### src/hw/rtl/mbru_pkg.sv
`default_nettype none

package mbru_pkg;

   // request kinds, as carried on req_tuser
   typedef enum logic [2:0] {
      KIND_BRA    = 3'd0,
      KIND_BSR    = 3'd1,
      KIND_BCC    = 3'd2,
      KIND_DBCC   = 3'd3,
      KIND_SCC    = 3'd4,
      KIND_TRAPCC = 3'd5,
      KIND_NONE   = 3'd6
   } kind_type;

   // condition groups, opcode bits 11:9; bit 8 picks the true or inverted sense
   localparam logic [2:0] CC_GRP_T  = 3'd0;
   localparam logic [2:0] CC_GRP_HI = 3'd1;
   localparam logic [2:0] CC_GRP_CC = 3'd2;
   localparam logic [2:0] CC_GRP_NE = 3'd3;
   localparam logic [2:0] CC_GRP_VC = 3'd4;
   localparam logic [2:0] CC_GRP_PL = 3'd5;
   localparam logic [2:0] CC_GRP_GE = 3'd6;
   localparam logic [2:0] CC_GRP_GT = 3'd7;

   // byte displacement codes that select extension words
   localparam logic [7:0] DISP_WORD = 8'h00;
   localparam logic [7:0] DISP_LONG = 8'hFF;

   // TRAPcc operand modes, opcode bits 2:0
   localparam logic [2:0] TRAP_MODE_WORD = 3'd2;
   localparam logic [2:0] TRAP_MODE_LONG = 3'd3;
   localparam logic [2:0] TRAP_MODE_NONE = 3'd4;

   localparam logic [31:0] STACK_PUSH_BYTES = 32'd4;
   localparam logic [15:0] COUNTER_EXPIRED  = 16'hFFFF;
   localparam logic [7:0]  SET_TRUE         = 8'hFF;
   localparam logic [7:0]  SET_FALSE        = 8'h00;

   localparam int QUEUE_DEPTH = 2;
   localparam int QUEUE_PTR_W = $clog2(QUEUE_DEPTH);

   localparam int REQ_TDATA_W = 136;
   localparam int RSP_TDATA_W = 160;

   typedef struct packed {
      logic [15:0] opcode;
      logic [31:0] ext_words;
      logic [31:0] pc_next;
      logic        flag_n;
      logic        flag_z;
      logic        flag_v;
      logic        flag_c;
      logic [15:0] counter_in;
      logic [31:0] stack_ptr;
   } instr_type;

   // classified instruction, front to back
   typedef struct packed {
      kind_type    kind;
      logic        cond;
      logic [31:0] disp;
      logic [1:0]  words;
      logic        trap;
      logic        illegal;
      logic [31:0] pc_next;
      logic [15:0] counter_in;
      logic [31:0] stack_ptr;
   } entry_type;

   typedef struct packed {
      logic        branch_taken;
      logic [31:0] target_pc;
      logic        address_error;
      logic [31:0] fault_addr;
      logic [15:0] counter_out;
      logic        push_return;
      logic [31:0] return_addr;
      logic [31:0] stack_ptr_out;
      logic [7:0]  set_byte;
      logic        trap_taken;
      logic        illegal;
      logic [1:0]  words_used;
   } result_type;

   function automatic logic cond_holds(input logic [3:0] cc, input logic n,
                                       input logic z, input logic v, input logic c);
      logic base;
      unique case (cc[3:1])
         CC_GRP_T:  base = 1'b0;
         CC_GRP_HI: base = c | z;
         CC_GRP_CC: base = c;
         CC_GRP_NE: base = z;
         CC_GRP_VC: base = v;
         CC_GRP_PL: base = n;
         CC_GRP_GE: base = n ^ v;
         CC_GRP_GT: base = (n ^ v) | z;
         default:   base = 1'b0;
      endcase
      return cc[0] ? base : ~base;
   endfunction

   function automatic logic [31:0] sext16(input logic [15:0] w);
      return {{16{w[15]}}, w};
   endfunction

   function automatic logic [31:0] sext8(input logic [7:0] b);
      return {{24{b[7]}}, b};
   endfunction

endpackage

`default_nettype wire

### src/hw/rtl/mbru_front.sv
`default_nettype none

module mbru_front
   import mbru_pkg::*;
(
   input  wire logic [2:0] req_kind,
   input  instr_type       instr,
   output entry_type       entry
);

   kind_type    kind;
   logic        cond;
   logic [7:0]  d8;
   logic [15:0] ext1;

   assign d8   = instr.opcode[7:0];
   assign ext1 = instr.ext_words[31:16];
   assign kind = (req_kind > KIND_TRAPCC) ? KIND_NONE : kind_type'(req_kind);
   assign cond = cond_holds(instr.opcode[11:8], instr.flag_n, instr.flag_z,
                            instr.flag_v, instr.flag_c);

   always_comb begin
      entry            = '0;
      entry.kind       = kind;
      entry.cond       = cond;
      entry.pc_next    = instr.pc_next;
      entry.counter_in = instr.counter_in;
      entry.stack_ptr  = instr.stack_ptr;
      entry.disp       = sext16(ext1);
      unique case (kind)
         KIND_BRA, KIND_BSR, KIND_BCC: begin
            priority if (d8 == DISP_WORD) begin
               entry.disp  = sext16(ext1);
               entry.words = 2'd1;
            end else if (d8 == DISP_LONG) begin
               entry.disp  = instr.ext_words;
               entry.words = 2'd2;
            end else begin
               entry.disp  = sext8(d8);
            end
         end
         KIND_DBCC: begin
            entry.words = 2'd1;
         end
         KIND_TRAPCC: begin
            unique case (instr.opcode[2:0])
               TRAP_MODE_WORD: begin
                  entry.words = 2'd1;
                  entry.trap  = cond;
               end
               TRAP_MODE_LONG: begin
                  entry.words = 2'd2;
                  entry.trap  = cond;
               end
               TRAP_MODE_NONE: begin
                  entry.trap  = cond;
               end
               default: begin
                  entry.illegal = 1'b1;
               end
            endcase
         end
         KIND_SCC, KIND_NONE: begin
         end
         default: begin
         end
      endcase
   end

endmodule

`default_nettype wire

### src/hw/rtl/mbru_queue.sv
`default_nettype none

module mbru_queue
   import mbru_pkg::*;
(
   input  wire logic clock,
   input  wire logic reset,
   input  wire logic wr_valid,
   output logic      wr_ready,
   input  entry_type wr_data,
   output logic      rd_valid,
   input  wire logic rd_ready,
   output entry_type rd_data
);

   entry_type                entries_ff [QUEUE_DEPTH];
   logic [QUEUE_PTR_W-1:0]   wr_ptr_ff, wr_ptr_in;
   logic [QUEUE_PTR_W-1:0]   rd_ptr_ff, rd_ptr_in;
   logic [QUEUE_PTR_W:0]     count_ff, count_in;
   logic                     push, pop;

   assign wr_ready = (count_ff != (QUEUE_PTR_W+1)'(QUEUE_DEPTH));
   assign rd_valid = (count_ff != '0);
   assign rd_data  = entries_ff[rd_ptr_ff];
   assign push     = wr_valid & wr_ready;
   assign pop      = rd_valid & rd_ready;

   always_comb begin
      wr_ptr_in = push ? QUEUE_PTR_W'(wr_ptr_ff + 1'b1) : wr_ptr_ff;
      rd_ptr_in = pop  ? QUEUE_PTR_W'(rd_ptr_ff + 1'b1) : rd_ptr_ff;
      count_in  = count_ff;
      if (push && !pop) begin
         count_in = count_ff + 1'b1;
      end else if (pop && !push) begin
         count_in = count_ff - 1'b1;
      end
   end

   always_ff @(posedge clock) begin
      if (reset) begin
         wr_ptr_ff <= '0;
         rd_ptr_ff <= '0;
         count_ff  <= '0;
      end else begin
         wr_ptr_ff <= wr_ptr_in;
         rd_ptr_ff <= rd_ptr_in;
         count_ff  <= count_in;
      end
   end

   always_ff @(posedge clock) begin
      if (push) begin
         entries_ff[wr_ptr_ff] <= wr_data;
      end
   end

endmodule

`default_nettype wire

### src/hw/rtl/mbru_back.sv
`default_nettype none

module mbru_back
   import mbru_pkg::*;
(
   input  wire logic clock,
   input  wire logic reset,
   input  wire logic op_valid,
   output logic      op_ready,
   input  entry_type op,
   output logic      rsp_valid,
   input  wire logic rsp_ready,
   output result_type rsp
);

   logic        rsp_valid_ff, rsp_valid_in;
   result_type  rsp_ff, rsp_in;
   logic [31:0] target, fall_through, sp_dec;
   logic [15:0] cnt_dec;
   logic        taken;

   assign op_ready  = ~rsp_valid_ff | rsp_ready;
   assign rsp_valid = rsp_valid_ff;
   assign rsp       = rsp_ff;

   assign target       = op.pc_next + op.disp;
   assign fall_through = op.pc_next + {29'd0, op.words, 1'b0};
   assign sp_dec       = op.stack_ptr - STACK_PUSH_BYTES;
   assign cnt_dec      = op.counter_in - 16'd1;

   always_comb begin
      rsp_in               = '0;
      rsp_in.counter_out   = op.counter_in;
      rsp_in.stack_ptr_out = op.stack_ptr;
      rsp_in.trap_taken    = op.trap;
      rsp_in.illegal       = op.illegal;
      rsp_in.words_used    = op.words;
      taken                = 1'b0;
      unique case (op.kind)
         KIND_BRA: begin
            taken = 1'b1;
         end
         KIND_BSR: begin
            taken                = 1'b1;
            rsp_in.push_return   = 1'b1;
            rsp_in.return_addr   = fall_through;
            rsp_in.stack_ptr_out = sp_dec;
         end
         KIND_BCC: begin
            taken = op.cond;
         end
         KIND_DBCC: begin
            // condition false: decrement, loop until the counter wraps to -1
            if (!op.cond) begin
               rsp_in.counter_out = cnt_dec;
               taken              = (cnt_dec != COUNTER_EXPIRED);
            end
         end
         KIND_SCC: begin
            rsp_in.set_byte = op.cond ? SET_TRUE : SET_FALSE;
         end
         KIND_TRAPCC, KIND_NONE: begin
         end
         default: begin
         end
      endcase
      rsp_in.branch_taken  = taken;
      rsp_in.target_pc     = taken ? target : fall_through;
      rsp_in.address_error = taken & target[0];
      rsp_in.fault_addr    = (taken & target[0]) ? {target[31:1], 1'b0} : '0;
   end

   always_comb begin
      rsp_valid_in = rsp_valid_ff;
      if (op_ready) begin
         rsp_valid_in = op_valid;
      end
   end

   always_ff @(posedge clock) begin
      if (reset) begin
         rsp_valid_ff <= 1'b0;
      end else begin
         rsp_valid_ff <= rsp_valid_in;
      end
   end

   always_ff @(posedge clock) begin
      if (op_valid && op_ready) begin
         rsp_ff <= rsp_in;
      end
   end

endmodule

`default_nettype wire

### src/hw/rtl/m68k_branch_resolve_unit_core.sv
`default_nettype none

// Branch resolve unit for 68000-family flow instructions (BRA, BSR, Bcc, DBcc,
// Scc, TRAPcc). Each request word yields exactly one response word. The front
// decodes the kind, evaluates the condition from N/Z/V/C and picks the
// displacement and extension word count; a two-entry queue feeds the back,
// which forms the target, fall-through, return address, stack pointer and
// counter and holds the result in an output register. Throughput is one word
// per clock as long as the response side takes words; an accepted request
// passes through a queue slot and then the output register on its way to the
// response. A stalled response side backs up into the queue, and req_tready
// drops once both queue entries are full.

module m68k_branch_resolve_unit_core
   import mbru_pkg::*;
(
   input  wire logic                   clock,
   input  wire logic                   reset,
   input  wire logic                   req_tvalid,
   output logic                        req_tready,
   // opcode, ext_words, pc_next, flag_n, flag_z, flag_v, flag_c, counter_in,
   // stack_ptr, zero pad
   input  wire logic [REQ_TDATA_W-1:0] req_tdata,
   // request kind (kind_type)
   input  wire logic [2:0]             req_tuser,
   output logic                        rsp_tvalid,
   input  wire logic                   rsp_tready,
   // branch_taken, target_pc, address_error, fault_addr, counter_out,
   // push_return, return_addr, stack_ptr_out, set_byte, trap_taken, illegal,
   // words_used, zero pad
   output logic [RSP_TDATA_W-1:0]      rsp_tdata
);

   instr_type  instr;
   entry_type  front_entry, back_entry;
   logic       back_valid, back_ready;
   result_type rsp;

   assign instr.opcode     = req_tdata[15:0];
   assign instr.ext_words  = req_tdata[47:16];
   assign instr.pc_next    = req_tdata[79:48];
   assign instr.flag_n     = req_tdata[80];
   assign instr.flag_z     = req_tdata[81];
   assign instr.flag_v     = req_tdata[82];
   assign instr.flag_c     = req_tdata[83];
   assign instr.counter_in = req_tdata[99:84];
   assign instr.stack_ptr  = req_tdata[131:100];

   mbru_front u_front (
      .req_kind (req_tuser),
      .instr    (instr),
      .entry    (front_entry)
   );

   mbru_queue u_queue (
      .clock    (clock),
      .reset    (reset),
      .wr_valid (req_tvalid),
      .wr_ready (req_tready),
      .wr_data  (front_entry),
      .rd_valid (back_valid),
      .rd_ready (back_ready),
      .rd_data  (back_entry)
   );

   mbru_back u_back (
      .clock     (clock),
      .reset     (reset),
      .op_valid  (back_valid),
      .op_ready  (back_ready),
      .op        (back_entry),
      .rsp_valid (rsp_tvalid),
      .rsp_ready (rsp_tready),
      .rsp       (rsp)
   );

   assign rsp_tdata = {1'b0, rsp.words_used, rsp.illegal, rsp.trap_taken,
                       rsp.set_byte, rsp.stack_ptr_out, rsp.return_addr,
                       rsp.push_return, rsp.counter_out, rsp.fault_addr,
                       rsp.address_error, rsp.target_pc, rsp.branch_taken};

endmodule

`default_nettype wire

### config.mk
export PLATFORM = sky130hd
export DESIGN_NAME = m68k_branch_resolve_unit_core
export DESIGN_NICKNAME = d
export VERILOG_FILES = /design/src/hw/rtl/mbru_pkg.sv /design/src/hw/rtl/mbru_front.sv /design/src/hw/rtl/mbru_queue.sv /design/src/hw/rtl/mbru_back.sv /design/src/hw/rtl/m68k_branch_resolve_unit_core.sv
export SDC_FILE = /design/constraint.sdc
export NUM_CORES = 1
export LEC_CHECK = 0
export ABC_AREA = 1
export BUFFER_PORTS_ARGS = -buffer_cell sky130_fd_sc_hd__buf_2
export CAP_MARGIN = 10
export CORE_MARGIN = 10
export CORE_UTILIZATION = 41
export CTS_BUF_LIST = sky130_fd_sc_hd__clkbuf_8
export CTS_CLUSTER_DIAMETER = 120
export DETAILED_ROUTE_END_ITERATION = 10
export SYNTH_ARGS = -nofsm -noshare
export SYNTH_HDL_FRONTEND = slang
export SYNTH_SLANG_ARGS = --single-unit
### constraint.sdc
create_clock -name clock -period 13.5 [get_ports clock]
set_input_delay 1.35 -clock clock [delete_from_list [all_inputs] [get_ports clock]]
set_output_delay 1.35 -clock clock [all_outputs]
set_load 0.02 [all_outputs]
* Word level (Yosys, flattened, before mapping)
Memory sizes are Yosys's and may differ from the RTL's. A register that Yosys moved wholly into a read port is not among the register bits.
Cells that the tools add are included.
** Word-level totals
- Register bits after elaboration :: 164
- RAM bits :: 240
- Bits of input ports :: 143
- Output and inout bits :: 162
- Memories :: 1
** Cells by class
- Add/sub/neg operators :: 8
- Magnitude comparators :: 1
- Equality and inequality tests :: 21
- Muxes and demuxes :: 25
- Bitwise logic cells :: 9
- Reduce and logical (&&, ||, !) cells :: 14
** Memory list
- u_queue.entries_ff :: words 2, width 120, rd ports 1, clocked after memory_dff 1, write ports 1, line mbru_queue.sv:16 : entry_type entries_ff [QUEUE_DEPTH];
** Operator list (number)
- two-way mux 32 bit :: 3
- two-way mux 65 bit :: 1
- two-way mux 34 bit :: 1
- adder 32 x 3 -> 32 bit :: 1
- adder 32 bit :: 1
- two-way mux 16 bit :: 2
- subtractor 32 x 3 -> 32 bit, second input constant :: 1
- == test 3 x 2 -> 1 bit, second input constant :: 8
- == test 3 bit, second input constant :: 7
- inequality test 16 bit, second input constant :: 1
- subtractor 16 x 1 -> 16 bit, second input constant :: 1
- == test 3 x 1 -> 1 bit, second input constant :: 3
- logical NOT 3 bit :: 3
- == test 8 bit, second input constant :: 1
- logical NOT 8 bit :: 1
- two-way mux 1 bit :: 8
- two-way mux 2 bit :: 4
- two-way mux 8 bit :: 1
- one-hot mux 1 bit (8 select lines) :: 1
- one-hot mux 2 bit (3 select lines) :: 1
- OR reduction 3 bit :: 2
- one-hot mux 2 bit (2 select lines) :: 1
- nonzero test 2 bit :: 2
- bitwise AND 1 bit :: 3
- other kinds (13) :: 20

* Longest topological paths before layout
Gate-level depths: netlist of the first run.
- Depth after elaboration :: 7
- Mapped depth :: 27
- Depth with buffers taken out :: 22

* Hierarchy
Synthesis of the first run repeated with hierarchy kept, for this count alone.
** Unflattened totals
- Cells, all modules :: 1927
- Area total of the unflattened synthesis :: 20430.8 um2
** By module, submodules not included
- mbru_back :: times used 1, cells each 1222, area an instance 9937.0 um2, sequential area each 4554.4 um2
- mbru_queue :: times used 1, cells each 410, area an instance 8931.1 um2, sequential area each 7307.0 um2
- mbru_front :: times used 1, cells each 293, area an instance 1551.5 um2, sequential area each 0.0 um2
- m68k_branch_resolve_unit_core :: times used 1, cells each 2, area an instance 11.3 um2, sequential area each 0.0 um2

* Worst setup path after synthesis of the first run
OpenSTA, ideal clock, no wires.
- Path type :: input to register
- Start :: input port rsp_tready
- End :: register u_queue.count_ff[1]
- Data arrival time :: 10.082 ns
- Path slack :: 3.361 ns
- Stages on the path :: 8
- Buffers on the path :: 0
- Cells stage by stage :: nor2_1 a21oi_1 inv_1 ha_1 a21oi_1 o21ai_0 a21oi_1 o21a_1
** On the way
- Cells in the longest elaborated chain, start to end :: 5
** Ends and longest elaborated chain
- start: declaration :: line m68k_branch_resolve_unit_core.sv:27 : input wire logic rsp_tready,
- OR 1 bit (*) :: line mbru_back.sv:22 : assign op_ready = ~rsp_valid_ff | rsp_ready;
- bitwise AND 1 bit (*) :: line mbru_queue.sv:26 : assign pop = rd_valid & rd_ready;
- net u_queue.pop :: line mbru_queue.sv:20 : logic push, pop;
- logical NOT 1 bit :: line mbru_queue.sv:32 : if (push && !pop) begin
- logical AND 1 bit :: line mbru_queue.sv:32
- two-way mux 2 bit or nonzero test 2 bit (tied branches)
- end signal: assignment :: line mbru_queue.sv:47 : count_ff <= count_in;
- end: declaration :: line mbru_queue.sv:19 : logic [QUEUE_PTR_W:0] count_ff, count_in;
The timed path passes the listed nets; every way through them passes the cells marked *.
A chain may end at the register's enable or synchronous reset.

==> results of run 1 <==
-- cells in the mapped netlist (9+ instances only) --
library cell  number  area share, %
edfxtp_1         391             60
o211ai_1           9           0.35
nor2_2            11           0.35
inv_2             14           0.27
mux2i_1           14           0.72
buf_6              9           0.52
nand4_1           52            1.7
buf_2             14           0.36
clkbuf_1          23           0.44
or2_2             13           0.42
o21ai_0           80            2.1
nor2_1           200            3.8
inv_1            212            4.1
xor2_1            56            2.5
nor3_1            18           0.46
xnor2_1           29            1.3
nand2_1          502            9.7
ha_1              36            2.3
a21oi_1           46            1.2
nand2_2           13           0.42
nand3_1           53            1.4
buf_4             13           0.50
o21ai_1           15           0.38
-- tightest hold or removal path, cell delays in order (launching register included) --
cell and delay, ns:
edfxtp_1 0.32, nand2_1 0.05, nand2_1 0.05
-- layout by cell type, fill, tap and decap left out, types with 15 or more instances in the layout --
| cell type | count |
|---|---|
| clkbuf_8 | 72 |
| nor3_1 | 18 |
| ha_1 | 36 |
| inv_1 | 232 |
| buf_2 | 294 |
| xnor2_1 | 29 |
| nor2_1 | 198 |
| xor2_1 | 56 |
| a21oi_1 | 45 |
| o21ai_0 | 80 |
| clkinv_1 | 15 |
| nand3_1 | 53 |
| nand4_1 | 52 |
| edfxtp_1 | 391 |
| o21ai_1 | 15 |
| nand2_1 | 502 |
-- power groups by stage --
stage | Sequential [W] | Combinational (W) | Clock [W]
3_3_place_gp | 0.00204 | 0.00275 | 0
2_1_floorplan | 0.00240 | 0.00160 | 0
4_1_cts | 0.00203 | 0.00278 | 0.00105
6_report | 0.00202 | 0.00277 | 0.00102
5_1_grt | 0.00205 | 0.00306 | 0.00110
3_5_place_dp | 0.00205 | 0.00277 | 0
-- kinds of logic after synthesis --
family | after synthesis | synth area share [%]
AND/OR/NAND/NOR | 904 | 20.0
adder cells (fa/ha/maj) | 38 | 2.51
AO/OA/AOI/OAI | 189 | 5.53
flip-flops | 397 | 60.8
multiplexers | 17 | 0.975
other | 1 | 0.0192
XOR/XNOR | 85 | 3.82
buffers and inverters | 291 | 6.40
-- metrics by stage --
stage	area, um2	utilization, %	hold WS, ns	power, W
2_1_floorplan	19500	-	0.481	0.00399
3_3_place_gp	21500	45.9	0.488	0.00480
3_5_place_dp	21500	45.9	0.515	0.00483
4_1_cts	22700	48.5	0.508	0.00586
5_1_grt	22700	48.5	0.536	0.00621
6_report	22700	48.5	0.506	0.00581
-- layout make-up --
| class | count | share of cell area [%] |
|---|---|---|
| Antenna cell | 2 | 0.0220 |
| Clock buffer | 72 | 4.36 |
| Clock inverter | 46 | 1.12 |
| Inverter | 227 | 3.75 |
| Timing Repair Buffer | 308 | 6.93 |
| Multi-Input combinational cell | 1235 | 28.3 |
| Tap cell | 607 | 3.34 |
| Sequential cell | 397 | 52.2 |
-- sequential cells by signal, summed over array words and instances, names as in the netlist, named ones only --
signal / flops
u_back.rsp_valid: 1
u_queue.count_ff: 2
u_back.rsp: 151
u_queue.rd_ptr_ff: 1
u_queue.wr_ptr_ff: 1
u_queue.entries_ff: 240
-- per-layer routing --
layer  GRT usage, %  routed length [um]  vias to the layer above
met5              0                  27                        -
met4           6.16                1100                        4
met3           4.67                3900                       80
met2           30.0               25500                      469
met1           26.7               25700                     6740
li1               -                   -                     7074
-- final timing paths --
check,from,endpoint,slack [ns],cells after the start
worst min-delay path,u_queue.entries_ff[0][1],u_back.rsp[13],0.51,2
worst max register to register,register,u_back.rsp[114],8.11,15
worst min register to register,u_queue.entries_ff[0][1],u_back.rsp[13],0.51,2
worst max-delay path,register,u_back.rsp[114],8.11,15
==> run_results.csv, run 1 <==
group,metric,value,unit
outcome,outcome,"complete, no violations",
pwr,irDropWorstVdd,0.000119,V
logic_synthesis,syn_inst,1922,
pwr,p_leak,9.68,nW
run,timing.max_cap.violations,0,
timing,setup_tns,0,ns
logic_synthesis,ys.flop_type,"edfxtp_1",
cts,cts_tree,"done",
logic_synthesis,yosysWarnings,0,
pwr,seqPwrFrac,34.8,%
routing,route.antenna.remaining_nets,0,
pwr,pwr-share-comb,47.6,%
setup_path,max_stage_delay,0.94,ns
cts,clkTransAtPathRegs,0.06,ns
pwr,powerDensity,255,nW/um2
routing,wl_per_cell,19.4,um
cts,cts_buffers,69,
setup_path,path_buf_inv,1,
min_path,hold_class,"register to register",
setup_path,path_class,"register to register",
routing,drc,0,
timing,fin_ws,8.11,ns
timing,worst_pin_slew,1.11,ns
cts,cts-hold-fix-buffers,0,
setup_path,critPathCaptureType,"register",
logic_synthesis,netlist_area,19500,um2
placement,place_ws,8.04,ns
timing,layout_min_cycle_time,5.39,ns
setup_path,cp-start-kind,"register",
die,die_w,238,um
timing,setup_viol,0,
pwr,p_sw,0.00263,W
die,coreArea,46900,um2
die,fp.dieH,238,um
logic_synthesis,ys_seq_elements,397,
cts,clock_sinks,397,
global_route,grt_pass1_wl,84100,um
timing,fmax,0.186,GHz
routing,drt_iter0_drc,1062,
placement,placed_cells,2774,
routing,drt_wl_total,56300,um
timing,finalHoldViolCount,0,
pwr,switching_share,45.3,%
routing,dr_total_vias,14400,
cts,cts_resized,0,
logic_synthesis,synthArstFlopShare,0,%
placement,port_buffers,294,
pwr,clock_power_share,17.5,%
finish,regArea,11900,um2
die,rows,79,
routing,dr.pass1.iters,8,
logic_synthesis,synth_edf_count,391,
finish,nFillCells,4464,
global_route,grt_overflow,0,
placement,place_hpwl,41700,um
die,ioPinCount,305,
setup_path,crit_fanout,64,
logic_synthesis,syn_avg_cell_area,10.2,um2
cts,h-tree-depth,3,
cts,clockRootBuffer,"clkbuf_8",
timing,rsz0062_at_grt,"no",
placement,gp_congestion,0.898,
cts,post_cts_buffers,0,
finish,drive_above_1_share,20.7,%
global_route,antenna_found_initial,4,
cts,clk_latency,0.65,ns
finish,finalNonFillerCells,2894,
timing,drv_slew,0,
finish,syn2layout_area_growth,16.6,%
die,dieArea,56700,um2
setup_path,crit_slowest_cell,"nand2_2",
pwr,internal_power,0.00318,W
logic_synthesis,ys_seq_area_share,60.8,%
global_route,grt_util_all_layers,19.5,%
cts,cts_buffer_depth,3,
setup_path,worst_ep_required_time,13.84,ns
routing,vias_per_cell,4.96,
global_route,grt_pass1_vias,14000,
finish,multiInputGateArea,6440,um2
setup_path,cp.arrival,5.73,ns
setup_path,cp_common_cell,"nand2_1",
global_route,grt_max_degree,81,
timing,max_slew_margin,26.2,%
die,initial_core_util,41.6,%
timing,skew,0.0369,ns
setup_path,crit_chain,"inv_2 -> nand2_1 -> nand2_1 -> nor2_2 -> nand2_1 -> nor2_1 -> nand2_1 -> nand2_1 -> nand3_1 -> nor2_1 -> nand3_1 -> nand2_2 -> nand3_2 -> nand2_2 -> nor2_1",
timing,finalCritPeriodShare,39.9,%
setup_path,critPathTopFamily,"simple AND/OR/NAND/NOR gates",
logic_synthesis,ys_types,56,
finish,final_nets,2419,
Power figures use the tool's default switching activity.
==> run 2, diff against run 1 <==
--- a/config.mk
+++ b/config.mk
@@ -5,7 +5,7 @@
 export SDC_FILE = /design/constraint.sdc
 export NUM_CORES = 1
 export LEC_CHECK = 0
-export ABC_AREA = 1
+export ABC_AREA = 0
 export BUFFER_PORTS_ARGS = -buffer_cell sky130_fd_sc_hd__buf_2
 export CAP_MARGIN = 10
 export CORE_MARGIN = 10
==> constraint.sdc (replaced) <==
create_clock -name clock -period 5.55 [get_ports clock]
set_input_delay 0.555 -clock clock [delete_from_list [all_inputs] [get_ports clock]]
set_output_delay 0.555 -clock clock [all_outputs]
set_load 0.02 [all_outputs]
==> run_results.csv, run 2 <==
group,metric,value,unit
setup_path,worst_ep_required_time,5.90,ns
finish,drive_above_1_share,28.6,%
global_route,grt_pass1_wl,72200,um
logic_synthesis,syn_inst,1397,
logic_synthesis,synthArstFlopShare,0,%
routing,vias_per_cell,5.09,
cts,h-tree-depth,3,
finish,regMostFlops,"u_queue.entries_ff",
placement,place_ws,1.20,ns
setup_path,timing.rr.end,"u_back.rsp[156]",
logic_synthesis,yosysWarnings,0,
min_path,hold_class,"input pin to register",
routing,drc,0,
timing,rsz0062_at_grt,"no",
setup_path,crit_fanout,48,
finish,largest_reg_flops,240,
die,initial_core_util,41.5,%
pwr,fin_total_pwr,0.0127,W
setup_path,rrSetupSlack,1.16,ns
routing,route.antenna.remaining_nets,0,
finish,finalNonFillerCells,2374,
logic_synthesis,ys_types,93,
timing,finalCritPeriodShare,79.1,%
logic_synthesis,ys_seq_elements,397,
setup_path,critPathCaptureType,"register",
outcome,outcome,"complete, no violations",
logic_synthesis,yosys-top-cells-count,"edfxtp_1 (391), nand2_1 (111), nor2_1 (88)",
timing,finalHoldViolCount,0,
cts,cts_resized,0,
logic_synthesis,ys_seq_area_share,62.8,%
logic_synthesis,yosys.cell_count.top_type,"edfxtp_1",
finish,layout_common_cells,"edfxtp_1 (391), buf_2 (294), nand2_1 (111)",
cts,clkTransAtPathRegs,0.06,ns
logic_synthesis,netlist_area,18900,um2
timing,worst_pin_slew,1.01,ns
timing,skew,0.0321,ns
timing,setup_viol,0,
logic_synthesis,synth_top_area_cell,"edfxtp_1",
setup_path,cp.arrival,4.74,ns
min_path,hold_depth,1,
routing,dr.pass1.iters,5,
global_route,antenna_found_initial,10,
routing,dr_total_vias,12100,
setup_path,crit_slowest_cell,"dfxtp_4",
pwr,p_leak,8.44,nW
die,dieArea,55000,um2
setup_path,max_stage_delay,0.76,ns
finish,final_nets,1901,
timing,layout_min_cycle_time,4.39,ns
die,rows,78,
global_route,grt_util_all_layers,16.9,%
cts,clockRootBuffer,"clkbuf_8",
cts,clock_sinks,397,
setup_path,rr_worst_depth,11,
finish,final_common_cell,"edfxtp_1",
pwr,powerDensity,574,nW/um2
placement,gp_congestion,0.864,
cts,cts_buffer_depth,3,
routing,drt_iter0_drc,764,
setup_path,crit_chain,"buf_4 -> mux2_2 -> ha_1 -> nand2b_1 -> a21oi_1 -> o21ai_1 -> o211ai_1 -> a2111oi_2 -> nor2_1 -> o41ai_1 -> o31ai_1",
global_route,grt_max_degree,121,
global_route,grt_pass1_vias,12300,
cts,cts_buffers,70,
placement,placed_cells,2248,
cts,cts-hold-fix-buffers,0,
placement,place_hpwl,34800,um
finish,syn2layout_area_growth,17.2,%
logic_synthesis,ys.flop_type,"edfxtp_1",
placement,port_buffers,294,
timing,fin_ws,1.16,ns
cts,clk_latency,0.63,ns
pwr,irDropWorstVdd,0.000706,V
timing,setup_tns,0,ns
logic_synthesis,synth_top_cell_area_share,62.2,%
setup_path,path_buf_inv,1,
timing,max_slew_margin,32.6,%
run,timing.max_cap.violations,0,
routing,drt_wl_total,47900,um
timing,fmax,0.228,GHz
cts,post_cts_buffers,0,
logic_synthesis,synthTopCellsByArea,"edfxtp_1 (62%), mux2i_1 (3.8%), xnor2_1 (3.5%)",
die,fp.dieH,235,um
die,ioPinCount,305,
logic_synthesis,syn_avg_cell_area,13.5,um2
setup_path,path_class,"register to register",
setup_path,critPathTopFamily,"compound AO/OA/AOI/OAI gates",
cts,cts_tree,"done",
min_path,holdPathEnd,"u_queue.entries_ff[0][62]",
setup_path,cp-start-kind,"register",
die,coreArea,45500,um2
die,die_w,235,um
min_path,hp-start,"req_tdata[62]",
logic_synthesis,synth_edf_count,391,
routing,wl_per_cell,20.2,um
timing,drv_slew,0,
global_route,grt_overflow,0,
[run 2: worst max path at each step]
stage          startpoint               to  slack (ns)  cells after the start
3_3_place_gp     register  u_back.rsp[156]        1.25                     11
2_1_floorplan    register  u_back.rsp[151]        0.95                     20
4_1_cts          register  u_back.rsp[156]        1.15                     11
3_5_place_dp     register  u_back.rsp[156]        1.20                     11
6_report         register  u_back.rsp[156]        1.16                     11
5_1_grt          register  u_back.rsp[123]        0.90                     11
[run 2: metal layers]
metal  wire (um)  up-vias  GRT usage [%]
met5           0        -              0
met1       21800     5783           22.5
li1            -     5840              -
met2       22100      383           26.1
met3        2810       68           4.02
met4        1090        0           6.69
[run 2: cell type report]
class	count	area [um2]
diodes	6	15.0
clock inverters	47	240
multi-input cells	900	6500
inverters	45	174
repair buffers	306	1590
flip-flops and latches	397	11900
fillers	4087	23300
clock buffers	73	1000
well taps	600	751
[run 2: power by group]
part / internal [W] / switching, W / total, W
clock network: 0.00126 / 0.00117 / 0.00244
registers: 0.00451 / 0.000328 / 0.00484
logic: 0.00189 / 0.00355 / 0.00544
total: 0.00766 / 0.00505 / 0.0127
[run 2: logic make-up (layout without fill, tap and decap cells)]
group	count (synthesis)	after routing	share of synthesized area (%)
simple gates	405	405	11.6
xor+xnor	116	116	5.38
other cells	1	8	0.0199
compound gates	204	204	6.98
flops	397	397	62.8
fa+ha+maj	38	38	2.60
mux	135	135	7.70
buf+inv	101	471	2.89
[run 2: metrics by stage]
| stage | util [%] | cell area [um2] | hold slack, ns |
|---|---|---|---|
| final | 48.7 | 22100 | 0.112 |
| after global routing | 48.7 | 22100 | 0.0793 |
| after CTS | 48.6 | 22100 | 0.0491 |
| after detailed placement | 45.9 | 20900 | 0.480 |
| after global placement | 45.9 | 20900 | 0.487 |
| after floorplan | - | 18900 | 0.475 |
==> run 3, diff against run 2 <==
--- a/config.mk
+++ b/config.mk
@@ -5,7 +5,7 @@
 export SDC_FILE = /design/constraint.sdc
 export NUM_CORES = 1
 export LEC_CHECK = 0
-export ABC_AREA = 0
+export ABC_AREA = 1
 export BUFFER_PORTS_ARGS = -buffer_cell sky130_fd_sc_hd__buf_2
 export CAP_MARGIN = 10
 export CORE_MARGIN = 10
==> constraint.sdc (replaced) <==
create_clock -name clock -period 4.2 [get_ports clock]
set_input_delay 0.42 -clock clock [delete_from_list [all_inputs] [get_ports clock]]
set_output_delay 0.42 -clock clock [all_outputs]
set_load 0.02 [all_outputs]
==> run_results.csv, run 3 (synthesis gave the netlist of run 1 again) <==
group,metric,value,unit
finish,final_common_cell,"nand2_1",
cts,h-tree-depth,3,
pwr,seqPwrFrac,34.2,%
placement,place_hpwl,43100,um
cts,cts_tree,"done",
finish,regMostFlops,"u_queue.entries_ff",
setup_path,path_class,"register to register",
pwr,powerDensity,795,nW/um2
timing,setup_viol,0,
finish,syn2layout_area_growth,21.7,%
routing,wl_per_cell,19.2,um
finish,layout_common_cells,"nand2_1 (502), edfxtp_1 (391), buf_2 (294)",
global_route,grt_pass1_vias,14700,
placement,place_ws,0.689,ns
cts,clkTransAtPathRegs,0.06,ns
die,dieArea,56700,um2
timing,fin_ws,0.669,ns
die,fp.dieH,238,um
cts,clk_latency,0.65,ns
timing,skew,0.0322,ns
min_path,hold_class,"input pin to register",
global_route,grt_util_all_layers,20.0,%
setup_path,rrSetupSlack,0.67,ns
routing,vias_per_cell,4.97,
global_route,grt_overflow,0,
pwr,irDropWorstVdd,0.000431,V
die,ioPinCount,305,
cts,cts-hold-fix-buffers,82,
setup_path,cp.arrival,3.92,ns
timing,layout_min_cycle_time,3.53,ns
setup_path,worst_ep_required_time,4.59,ns
pwr,p_leak,10.1,nW
timing,drv_slew,0,
timing,fmax,0.283,GHz
global_route,grt_pass1_wl,86800,um
cts,cts_buffer_depth,3,
routing,drt_wl_total,57300,um
run,timing.max_cap.violations,0,
finish,design_area,23800,um2
global_route,antenna_found_initial,1,
cts,clock_sinks,397,
min_path,hp-start,"req_tuser[2]",
die,initial_core_util,41.6,%
timing,finalHoldViolCount,0,
setup_path,critPathCaptureType,"register",
finish,final_core_util,50.7,%
timing,max_slew_margin,41.4,%
placement,placed_cells,2795,
die,die_w,238,um
timing,rsz0062_at_grt,"no",
pwr,p_sw,0.00852,W
finish,drive_above_1_share,20.6,%
routing,route.antenna.remaining_nets,0,
routing,drc,0,
timing,setup_tns,0,ns
timing,finalCritPeriodShare,84.1,%
min_path,hold_depth,1,
cts,clockRootBuffer,"clkbuf_8",
cts,cts_buffers,67,
pwr,switching_share,45.1,%
setup_path,crit_fanout,36,
placement,placed_area,21700,um2
finish,finalNonFillerCells,2991,
pwr,internal_power,0.0104,W
pwr,pwr-share-comb,48.9,%
setup_path,cp-start-kind,"register",
routing,dr_total_vias,14900,
routing,drt_iter0_drc,1025,
pwr,clock_power_share,16.9,%
setup_path,timing.rr.end,"u_back.rsp[153]",
cts,post_cts_buffers,0,
placement,port_buffers,294,
die,coreArea,46900,um2
die,rows,79,
setup_path,rr_worst_depth,12,
routing,dr.pass1.iters,5,
min_path,holdPathEnd,"u_queue.entries_ff[1][119]",
finish,largest_reg_flops,240,
outcome,outcome,"complete, no violations",
finish,final_nets,2520,
global_route,grt_max_degree,96,
timing,worst_pin_slew,0.879,ns
placement,gp_congestion,0.913,
cts,cts_resized,0,
==> run 3: power groups by stage <==
stage / Combinational [W] / Sequential, W / Clock, W
after floorplan: 0.00514 / 0.00746 / 0
after global placement: 0.00913 / 0.00653 / 0
after detailed placement: 0.00916 / 0.00655 / 0
after CTS: 0.00925 / 0.00647 / 0.00330
after global routing: 0.0101 / 0.00654 / 0.00348
final: 0.00922 / 0.00646 / 0.00320
==> run 3: how the worst max path moves through the flow <==
stage / start / end / slack [ns] / cells past startpoint
final: register / u_back.rsp[153] / 0.67 / 12
after global routing: register / u_back.rsp[122] / 0.38 / 13
after CTS: register / u_back.rsp[151] / 0.68 / 12
after detailed placement: register / u_back.rsp[153] / 0.69 / 12
after global placement: register / u_back.rsp[153] / 0.72 / 12
after floorplan: u_queue.count_ff[0] / u_queue.entries_ff[1][0] / -0.11 / 4
==> run 3: through the flow <==
| step | hold WS [ns] | total power, W |
|---|---|---|
| floorplan | 0.487 | 0.0126 |
| global placement | 0.489 | 0.0157 |
| detailed placement | 0.509 | 0.0157 |
| CTS | 0.0128 | 0.0190 |
| global route | 0.0436 | 0.0201 |
| finish | 0.0713 | 0.0189 |
==> run 3: worst max-delay path: stages (launching register included) <==
cell	delay (ns)
dfxtp_4	0.40
buf_4	0.27
o21ai_0	0.51
inv_1	0.26
ha_1	0.43
a21o_1	0.22
a31oi_1	0.34
nor2_1	0.07
nor3_1	0.24
a21o_1	0.15
nand2_1	0.13
nand2_1	0.15
nand2_1	0.06
==> run 3: layout make-up <==
| class | instances | area [um2] |
|---|---|---|
| Clock buffer | 68 | 936 |
| Clock inverter | 45 | 267 |
| Fill cell | 4320 | 23100 |
| Multi-Input combinational cell | 1235 | 6440 |
| Antenna cell | 1 | 2.50 |
| Tap cell | 607 | 759 |
| Inverter | 227 | 852 |
| Timing Repair Buffer | 411 | 2630 |
| Sequential cell | 397 | 11900 |
==> run 3: layer usage <==
layer	GRT usage (%)	wire length (um)
met3	3.80	4010
met1	27.5	25900
met2	31.2	26300
met4	6.33	1140
met5	0	0
